## src/sv/kps_pkg.sv

```systemverilog
`default_nettype none

package kps_pkg;

    localparam int PinWidth    = 8;
    localparam int ColIdxWidth = 3;
    localparam int NibbleShift = 4;
    localparam int OutWidth    = 24;

    localparam logic CfgColumnMask = 1'b0;
    localparam logic CfgRowMask    = 1'b1;

    localparam logic [PinWidth-1:0] ColumnMaskReset = 8'd15;
    localparam logic [PinWidth-1:0] RowMaskReset    = 8'd240;

    typedef enum logic [2:0] {
        PH_IDLE    = 3'b001,
        PH_SCAN    = 3'b010,
        PH_RELEASE = 3'b100
    } phase_t;

    typedef struct packed {
        logic                   found;
        logic [ColIdxWidth-1:0] idx;
    } lowest_t;

    typedef struct packed {
        logic                busy_res;
        logic                scan_error;
        logic                key_saved;
        logic [PinWidth-1:0] key_code;
        logic [PinWidth-1:0] column_drive;
    } result_t;

    function automatic lowest_t lowest_one(input logic [PinWidth-1:0] bits);
        lowest_t res;
        res.found = 1'b0;
        res.idx   = '0;
        for (int i = PinWidth - 1; i >= 0; i--)
        begin
            if (bits[i])
            begin
                res.found = 1'b1;
                res.idx   = ColIdxWidth'(i);
            end
        end
        return res;
    endfunction

endpackage

`default_nettype wire

```

## src/sv/kps_core.sv

```systemverilog
`default_nettype none

module kps_core #(
    parameter int PIN_COUNT = 8
) (
    input  wire logic                          clk,
    input  wire logic                          rst_n,
    input  wire logic                          cfg_we,
    input  wire logic                          cfg_index,
    input  wire logic [kps_pkg::PinWidth-1:0]  cfg_data,
    input  wire logic                          step,
    input  wire logic [kps_pkg::PinWidth-1:0]  row_levels,
    output kps_pkg::result_t                   result
);

    localparam logic [kps_pkg::PinWidth-1:0] PinMask =
        kps_pkg::PinWidth'((16'd1 << PIN_COUNT) - 16'd1);

    kps_pkg::phase_t                        phase_reg, phase_next;
    logic [kps_pkg::ColIdxWidth-1:0]        scan_column_reg, scan_column_next;
    logic [kps_pkg::PinWidth-1:0]           pending_code_reg, pending_code_next;
    logic [kps_pkg::PinWidth-1:0]           current_code_reg, current_code_next;
    logic [kps_pkg::PinWidth-1:0]           previous_rows_reg, previous_rows_next;
    logic [kps_pkg::PinWidth-1:0]           column_mask_reg, row_mask_reg;

    logic [kps_pkg::PinWidth-1:0]           rmask, rows, all_cols, later_cols;
    logic [kps_pkg::PinWidth-1:0]           drive;
    logic                                   saved, err;
    kps_pkg::lowest_t                       first_col, next_col, first_row;

    always_comb
    begin
        rmask      = row_mask_reg & PinMask;
        rows       = row_levels & rmask;
        all_cols   = column_mask_reg & PinMask;
        later_cols = all_cols & (8'hFF << ({1'b0, scan_column_reg} + 4'd1));
        first_col  = kps_pkg::lowest_one(all_cols);
        next_col   = kps_pkg::lowest_one(later_cols);
        first_row  = kps_pkg::lowest_one(rows);

        phase_next         = phase_reg;
        scan_column_next   = scan_column_reg;
        pending_code_next  = pending_code_reg;
        current_code_next  = current_code_reg;
        previous_rows_next = rows;
        drive              = all_cols;
        saved              = 1'b0;
        err                = 1'b0;

        unique case (phase_reg)
            kps_pkg::PH_SCAN:
            begin
                if (rows != '0)
                begin
                    pending_code_next = {1'b0, scan_column_reg, 1'b0, first_row.idx};
                    phase_next        = kps_pkg::PH_RELEASE;
                end
                else if (next_col.found)
                begin
                    scan_column_next = next_col.idx;
                    drive            = 8'd1 << next_col.idx;
                end
                else
                begin
                    err                = 1'b1;
                    phase_next         = kps_pkg::PH_IDLE;
                    previous_rows_next = rmask;
                end
            end
            kps_pkg::PH_RELEASE:
            begin
                if ((previous_rows_reg & ~rows & rmask) != '0)
                begin
                    current_code_next = pending_code_reg;
                    saved             = 1'b1;
                    phase_next        = kps_pkg::PH_IDLE;
                end
            end
            default:
            begin
                phase_next = kps_pkg::PH_IDLE;
                if ((rows & ~previous_rows_reg & rmask) != '0)
                begin
                    if (first_col.found)
                    begin
                        scan_column_next = first_col.idx;
                        phase_next       = kps_pkg::PH_SCAN;
                        drive            = 8'd1 << first_col.idx;
                    end
                    else
                    begin
                        err                = 1'b1;
                        previous_rows_next = rmask;
                    end
                end
            end
        endcase

        result.column_drive = drive;
        result.key_code     = current_code_next;
        result.key_saved    = saved;
        result.scan_error   = err;
        result.busy_res     = (phase_next == kps_pkg::PH_SCAN) ||
                              (phase_next == kps_pkg::PH_RELEASE);
    end

    always_ff @(posedge clk or negedge rst_n)
    begin
        if (!rst_n)
        begin
            phase_reg         <= kps_pkg::PH_IDLE;
            scan_column_reg   <= '0;
            pending_code_reg  <= '0;
            current_code_reg  <= '0;
            previous_rows_reg <= '0;
        end
        else if (step)
        begin
            phase_reg         <= phase_next;
            scan_column_reg   <= scan_column_next;
            pending_code_reg  <= pending_code_next;
            current_code_reg  <= current_code_next;
            previous_rows_reg <= previous_rows_next;
        end
    end

    always_ff @(posedge clk or negedge rst_n)
    begin
        if (!rst_n)
        begin
            column_mask_reg <= kps_pkg::ColumnMaskReset;
            row_mask_reg    <= kps_pkg::RowMaskReset;
        end
        else if (cfg_we)
        begin
            if (cfg_index == kps_pkg::CfgColumnMask)
            begin
                column_mask_reg <= cfg_data;
            end
            else
            begin
                row_mask_reg <= cfg_data;
            end
        end
    end

endmodule

`default_nettype wire

```

## src/sv/matrix_keypad_scanner.sv

```systemverilog
// an input transfer passes the input register, then the result register, which drives m_tvalid;
// a stalled result (m_tvalid high, m_tready low) holds the next sample in the input register
// throughput: one row sample per cycle, sustained while m_tready stays high
// the state update and result logic sit between the two registers
// reset: asynchronous, active low; idle phase, codes cleared, masks to 15 and 240
`default_nettype none

module matrix_keypad_scanner #(
    parameter int PIN_COUNT = 8
) (
    input  wire logic                           clk,
    input  wire logic                           rst_n,
    input  wire logic                           cfg_we,
    input  wire logic                           cfg_index,
    input  wire logic [kps_pkg::PinWidth-1:0]   cfg_data,
    input  wire logic                           s_tvalid,
    output      logic                           s_tready,
    input  wire logic [kps_pkg::PinWidth-1:0]   s_tdata,  // [7:0] row_levels
    output      logic                           m_tvalid,
    input  wire logic                           m_tready,
    // [7:0] column_drive, [15:8] key_code, [16] key_saved, [17] scan_error,
    // [18] busy_res, [23:19] zero
    output      logic [kps_pkg::OutWidth-1:0]   m_tdata
);

    logic                          in_valid_reg;
    logic [kps_pkg::PinWidth-1:0]  in_data_reg;
    logic                          out_valid_reg;
    kps_pkg::result_t              out_data_reg;
    kps_pkg::result_t              result;
    logic                          advance;

    assign advance  = in_valid_reg && (!out_valid_reg || m_tready);
    assign s_tready = !in_valid_reg || advance;
    assign m_tvalid = out_valid_reg;
    assign m_tdata  = {{(kps_pkg::OutWidth - $bits(kps_pkg::result_t)){1'b0}}, out_data_reg};

    kps_core #(
        .PIN_COUNT (PIN_COUNT)
    ) u_core (
        .clk        (clk),
        .rst_n      (rst_n),
        .cfg_we     (cfg_we),
        .cfg_index  (cfg_index),
        .cfg_data   (cfg_data),
        .step       (advance),
        .row_levels (in_data_reg),
        .result     (result)
    );

    always_ff @(posedge clk or negedge rst_n)
    begin
        if (!rst_n)
        begin
            in_valid_reg  <= 1'b0;
            out_valid_reg <= 1'b0;
        end
        else
        begin
            if (s_tready)
            begin
                in_valid_reg <= s_tvalid;
            end
            if (advance)
            begin
                out_valid_reg <= 1'b1;
            end
            else if (m_tready)
            begin
                out_valid_reg <= 1'b0;
            end
        end
    end

    always_ff @(posedge clk)
    begin
        if (s_tvalid && s_tready)
        begin
            in_data_reg <= s_tdata;
        end
        if (advance)
        begin
            out_data_reg <= result;
        end
    end

endmodule

`default_nettype wire

```

## config.mk

```make
export PLATFORM = sky130hd
export DESIGN_NAME = matrix_keypad_scanner
export DESIGN_NICKNAME = d
export VERILOG_FILES = /design/src/sv/kps_pkg.sv /design/src/sv/kps_core.sv /design/src/sv/matrix_keypad_scanner.sv
export SDC_FILE = /design/constraint.sdc
export NUM_CORES = 1
export LEC_CHECK = 0
export ABC_AREA = 1
export BUFFER_PORTS_ARGS = -buffer_cell sky130_fd_sc_hd__buf_4
export CAP_MARGIN = 20
export CORE_UTILIZATION = 35
export CTS_CLUSTER_SIZE = 25
export DETAILED_ROUTE_END_ITERATION = 10
export PLACE_DENSITY = 0.58
export SYNTH_ARGS = -nofsm -noshare
export SYNTH_HDL_FRONTEND = slang
export SYNTH_HIERARCHICAL = 1
export SYNTH_SLANG_ARGS = --single-unit
```

## constraint.sdc

```tcl
create_clock -name clk -period 2.42 [get_ports clk]
set_input_delay 0.121 -clock clk [delete_from_list [all_inputs] [get_ports clk]]
set_output_delay 0.121 -clock clk [all_outputs]
set_load 0.02 [all_outputs]
```

==> results.cfg, run 1 <==
[outcome]
outcome = complete, no violations

[global_routing]
antenna_found_initial = 0
grt_pass1_wl_um = 14980
grt_pass1_vias = 3157
grtUsageTotal_pct = 16.98
grt_max_degree = 47
grt_overflow = 0

[sta]
slew_viol_final = 0
min_period_ns = 2.209
maxSlewHeadroom_pct = 59.93
clock_skew_ns = 0.01002
setup_viol = 0
rsz0062_at_grt = false
finalHoldViolCount = 0
fin_tns_setup_ns = 0
finalWorstSetupSlack_ns = 0.2108
worst-slew-pin-transition_ns = 0.6011
fin_crit_sh_pct = 91.29
fmax_mhz = 452.7

[synth]
yosys.area.top_type = dfrtp_1
synthCells = 470
seq_area_frac_synth_pct = 51.94
synthTopCellsByCount = nand2_1, inv_1, dfrtp_1
synth_flop_cell = dfrtp_1
synth_most_common_cell = nand2_1
synth_edf_count = 27
ys_ff_latch = 73
synth_top_area_share_pct = 24.37
syn-cell-area_mm2 = 0.003799
async_flop_share_pct = 63.01
synth_area_leaders = dfrtp_1, edfxtp_1, nand2_1
yosys_warnings = 6
syn_avg_cell_area_um2 = 8.082
ys_types = 33

[placement]
post-place-ws_ns = 0.1358
portBuffers = 42
hpwl_um = 6361
dp.cells = 642
gp_congestion = 0.9138

[detailed_routing]
wire_per_inst_um = 12.82
wl_um = 8605
final_antenna_net_count = 0
drc = 0
via_per_inst = 4.699
drt_iter0_markers = 196
dr.pass1.iters = 5
vias = 3153

[final_layout]
fin_nets = 555
drive_gt1_share_pct = 17.94
num-fill-cells = 1024
area.growth.synth_to_final_pct = 21.21
final_cells = 671
diodes = 0
largest_reg_flops = 19

[min_path]
hold_path.startpoint = cfg_data[5]
hp-class = in -> reg

[die]
fp.coreArea_mm2 = 0.01042
initial_core_util_pct = 36.47
row_count = 37
dieArea_mm2 = 0.01127
ios = 48
die_x_um = 106.2
die_height_um = 106.2

[worst_setup_path]
critPathTopFamily = simple AND/OR/NAND/NOR gates
endpoint_kind = flop
cp.arrival_ns = 2.31
crit_path_start_kind = flop
worstPathCellList = ha_1 -> inv_1 -> ha_1 -> inv_1 -> nand2_1 -> nand3_1 -> nand2_1 -> nor2_1 -> nand2_2 -> nand2_4 -> nor2_2 -> inv_1 -> o21ai_1 -> inv_1 -> nand2_1 -> nand2_1
timing.rr.start = u_core/scan_column_reg[1]
path_class = reg -> reg
path_buf_inv = 4
crit_fanout = 7
cpMaxStageDelayCell = dfrtp_2
required_ns = 2.52
critPathMaxStageDelay_ns = 0.42
startpoint = u_core/scan_column_reg[1]

[clock_network]
cts_tree = yes
cts.reportedPaths.clkPinSlew_ns = 0.08
cts_root_buffer = clkbuf_8
clock_latency_ns = 0.35
cts_max_level = 3
cts_buffer_depth = 2
clkSinkCount = 73
numCtsBuffers = 9

[power]
ir_drop_v = 0.0003767
power_uw = 4353
p_leak_uw = 0.002214
powerDensity_mw_per_mm2 = 945.3

[job]
maxCapViolations = 0
-- final cells by class --
| cell class | instances | area, um^2 | share of cell area (%) |
|---|---|---|---|
| tap | 136 | 170.2 | 3.696 |
| inverter | 68 | 255.2 | 5.543 |
| timing repair buffer | 59 | 470.5 | 10.22 |
| multi-input combinational | 319 | 1506 | 32.72 |
| sequential | 73 | 1974 | 42.88 |
| clock buffer | 13 | 202.7 | 4.402 |
| clock inverter | 3 | 25.02 | 0.5435 |
-- through the flow --
step	hold WS [ns]	area, um^2	util [%]
6_report	0.02119	4604	44.20
3_5_place_dp	0.1737	4248	40.78
5_1_grt	0.03288	4604	44.20
3_3_place_gp	0.1659	4248	40.78
2_1_floorplan	-0.1746	3817	-
4_1_cts	0.003571	4586	44.02
-- power by group --
group	internal, uW	switching (uW)
registers	1610	203
logic	535	969
clock network	566	466
total	2720	1640
-- worst min-delay path, cell delays in order --
cell	delay, ns
buf_4	0.10
inv_1	0.06
o21ai_0	0.08
-- cells by family after synthesis --
family	synth area share (%)
flip-flops	51.94
AO/OA/AOI/OAI	10.57
buffers and inverters	8.959
AND/OR/NAND/NOR	27.44
adder cells (fa/ha/maj)	0.9882
other	0.09872
-- cells in the final DEF, fill, tap and decap left out, types with 4 or more instances in the layout --
| master | count |
|---|---|
| nand4_1 | 7 |
| o21ai_1 | 24 |
| o21ai_0 | 36 |
| dfrtp_1 | 36 |
| a21oi_1 | 8 |
| buf_4 | 48 |
| inv_1 | 63 |
| nand3_1 | 27 |
| edfxtp_1 | 27 |
| nor2_1 | 28 |
| conb_1 | 5 |
| nand2_1 | 150 |
| dfstp_2 | 9 |
| dlygate4sd3_1 | 11 |
| inv_2 | 5 |
| nor3_1 | 4 |
| clkbuf_8 | 9 |
-- what timing repair did --
item,in CTS,in global routing
buffers inserted,0,2
hold buffers,11,0
gates resized for setup,0,2
setup endpoints to repair,0,2
hold endpoints to repair,47,0
-- routing by layer --
metal	vias to the layer above	part of all wire, %	track usage (%)
met1	1433	47	21.92
met3	4	5.2	4.353
met4	0	0.40	4.663
li1	1620	-	-
met2	96	47	28.11
met5	-	0	0
-- worst paths after layout --
path	cells past startpoint	to	slack (ns)
hold / removal	3	u_core/rmask[5]	0.02
min in group asynchronous	2	u_core/all_cols[5]	0.31
hold reg to reg	2	u_core/current_code_reg[7]	0.49
max in group asynchronous	2	u_core/scan_column_reg[1]	1.66
setup / recovery	16	m_tdata[4]	0.21
setup reg to reg	16	m_tdata[4]	0.21
(Power assumes the default switching activity.)
==> run 2: changes to the inputs <==
--- a/config.mk
+++ b/config.mk
@@ -11,6 +11,7 @@
 export CORE_UTILIZATION = 35
 export CTS_CLUSTER_SIZE = 25
 export DETAILED_ROUTE_END_ITERATION = 10
+export HOLD_SLACK_MARGIN = 0.05
 export PLACE_DENSITY = 0.58
 export SYNTH_ARGS = -nofsm -noshare
 export SYNTH_HDL_FRONTEND = slang
==> constraint.sdc (replaced) <==
create_clock -name clk -period 2.42 [get_ports clk]
set_input_delay 0.121 -clock clk [delete_from_list [all_inputs] [get_ports clk]]
set_output_delay 0.121 -clock clk [all_outputs]
set_load 0.005 [all_outputs]
==> results.cfg, run 2 (synthesis results as in run 1) <==
[sta]
rsz0062_at_grt = false
slew_viol_final = 0
maxSlewHeadroom_pct = 59.95
fmax_mhz = 453.2
fin_crit_sh_pct = 91.19
min_period_ns = 2.207
whs_ns = 0.2850
clock_skew_ns = 0.009635
fin_tns_setup_ns = 0
finalHoldViolCount = 0
setup_viol = 0
worst-slew-pin-transition_ns = 0.6008

[global_routing]
grt_max_degree = 47
grt_pass1_vias = 3186
antenna_found_initial = 0
grt_pass1_wl_um = 15140
grt_overflow = 0
grtUsageTotal_pct = 17.16

[die]
fp.coreArea_mm2 = 0.01042
initial_core_util_pct = 36.47
row_count = 37
die_x_um = 106.2
ios = 48
dieArea_mm2 = 0.01127
die_height_um = 106.2

[worst_setup_path]
crit_fanout = 7
path_class = reg -> reg
critPathTopFamily = simple AND/OR/NAND/NOR gates
endpoint_kind = flop
startpoint = u_core/scan_column_reg[1]
crit_path_start_kind = flop
cp.arrival_ns = 2.30
timing.rr.start = u_core/scan_column_reg[1]
critPathMaxStageDelay_ns = 0.42
worstPathCellList = ha_1 -> inv_1 -> ha_1 -> inv_1 -> nand2_1 -> nand3_1 -> nand2_1 -> nor2_1 -> nand2_2 -> nand2_4 -> nor2_2 -> inv_1 -> o21ai_1 -> inv_1 -> nand2_1 -> nand2_1
cpMaxStageDelayCell = dfrtp_2
path_buf_inv = 4
required_ns = 2.52

[detailed_routing]
drc = 0
wl_um = 8702
final_antenna_net_count = 0
vias = 3188
via_per_inst = 4.688
wire_per_inst_um = 12.80
drt_iter0_markers = 190
dr.pass1.iters = 5

[power]
switching_share_pct = 36.31
power.net_switching_uw = 1550
internal_power_uw = 2719
p_clk_share_pct = 24.2
p_comb_share_pct = 33.3
seq_power_share_pct = 42.6
ir_drop_v = 0.0003772
powerDensity_mw_per_mm2 = 909.5
p_leak_uw = 0.002250

[final_layout]
num-fill-cells = 1014
drive_gt1_share_pct = 17.65
diodes = 0
final_area_mm2 = 0.004695
fin_nets = 564
largest_reg_flops = 19
area.growth.synth_to_final_pct = 23.58
mostFrequentLayoutCells = nand2_1, inv_1, buf_4
final_common_cell = nand2_1

[clock_network]
cts_max_level = 3
cts_root_buffer = clkbuf_8
clock_latency_ns = 0.35
numCtsBuffers = 9
cts_buffer_depth = 2
cts_tree = yes
cts.reportedPaths.clkPinSlew_ns = 0.08
clkSinkCount = 73

[job]
maxCapViolations = 0

[placement]
portBuffers = 42
place_area_mm2 = 0.004248
hpwl_um = 6361
gp_congestion = 0.9138

[outcome]
outcome = complete, no violations

[min_path]
hold_path.startpoint = cfg_we
hp-class = in -> reg
[run 2: area by class of cell]
cell class / count / area (um^2) / area share (%)
clock inverters: 3 / 25.02 / 0.5330
multi-input cells: 319 / 1506 / 32.09
well taps: 136 / 170.2 / 3.625
flip-flops and latches: 73 / 1974 / 42.06
inverters: 68 / 255.2 / 5.437
repair buffers: 68 / 560.5 / 11.94
clock buffers: 13 / 202.7 / 4.318
[run 2: path summary, 6_finish.rpt]
check                                             end  slack, ns  depth (start not counted)
max in group asynchronous   u_core/scan_column_reg[1]       1.66                          2
max                                        m_tdata[4]       0.21                         16
max reg2reg                                m_tdata[4]       0.21                         16
min                                   u_core/rmask[5]       0.29                          4
min in group asynchronous          u_core/all_cols[5]       0.31                          2
min reg2reg                u_core/current_code_reg[7]       0.49                          2
[run 2: worst min-delay path: cells and delay by family]
| kind | cells | cell delay [ns] |
|---|---|---|
| AO/OA/AOI/OAI | 1 | 0.07 |
| buffers and inverters | 1 | 0.08 |
| AND/OR/NAND/NOR | 2 | 0.36 |
[run 2: power by group through the flow]
stage	sequential, uW	combinational (uW)	clock, uW
6_report	1820	1420	1030
5_1_grt	1850	1640	1120
4_1_cts	1820	1390	1070
3_5_place_dp	1840	1360	0
3_3_place_gp	1830	1340	0
2_1_floorplan	1790	951	0
[run 2: per-layer routing]
metal | GRT usage, % | vias up | routed length (um)
met5 | 0 | - | 0
li1 | - | 1637 | -
met3 | 4.353 | 4 | 380
met1 | 22.03 | 1456 | 4138
met4 | 4.663 | 0 | 39
met2 | 28.62 | 91 | 4143
[run 2: through the flow]
step           power, uW  std cells  util [%]  worst slack [ns]
3_3_place_gp        3170        642     40.78            0.2102
3_5_place_dp        3199        642     40.78            0.1358
6_report            4269        680     45.07            0.2133
4_1_cts             4282        678     44.89            0.1298
5_1_grt             4609        680     45.07          0.006448
2_1_floorplan       2745        474         -            0.3446
[run 2: repair_timing]
item	4_1_cts	5_1_grt
hold buffers	20	0
setup endpoints to repair	0	2
hold endpoints to repair	59	0
gates resized for setup	0	2
setup buffers	0	2
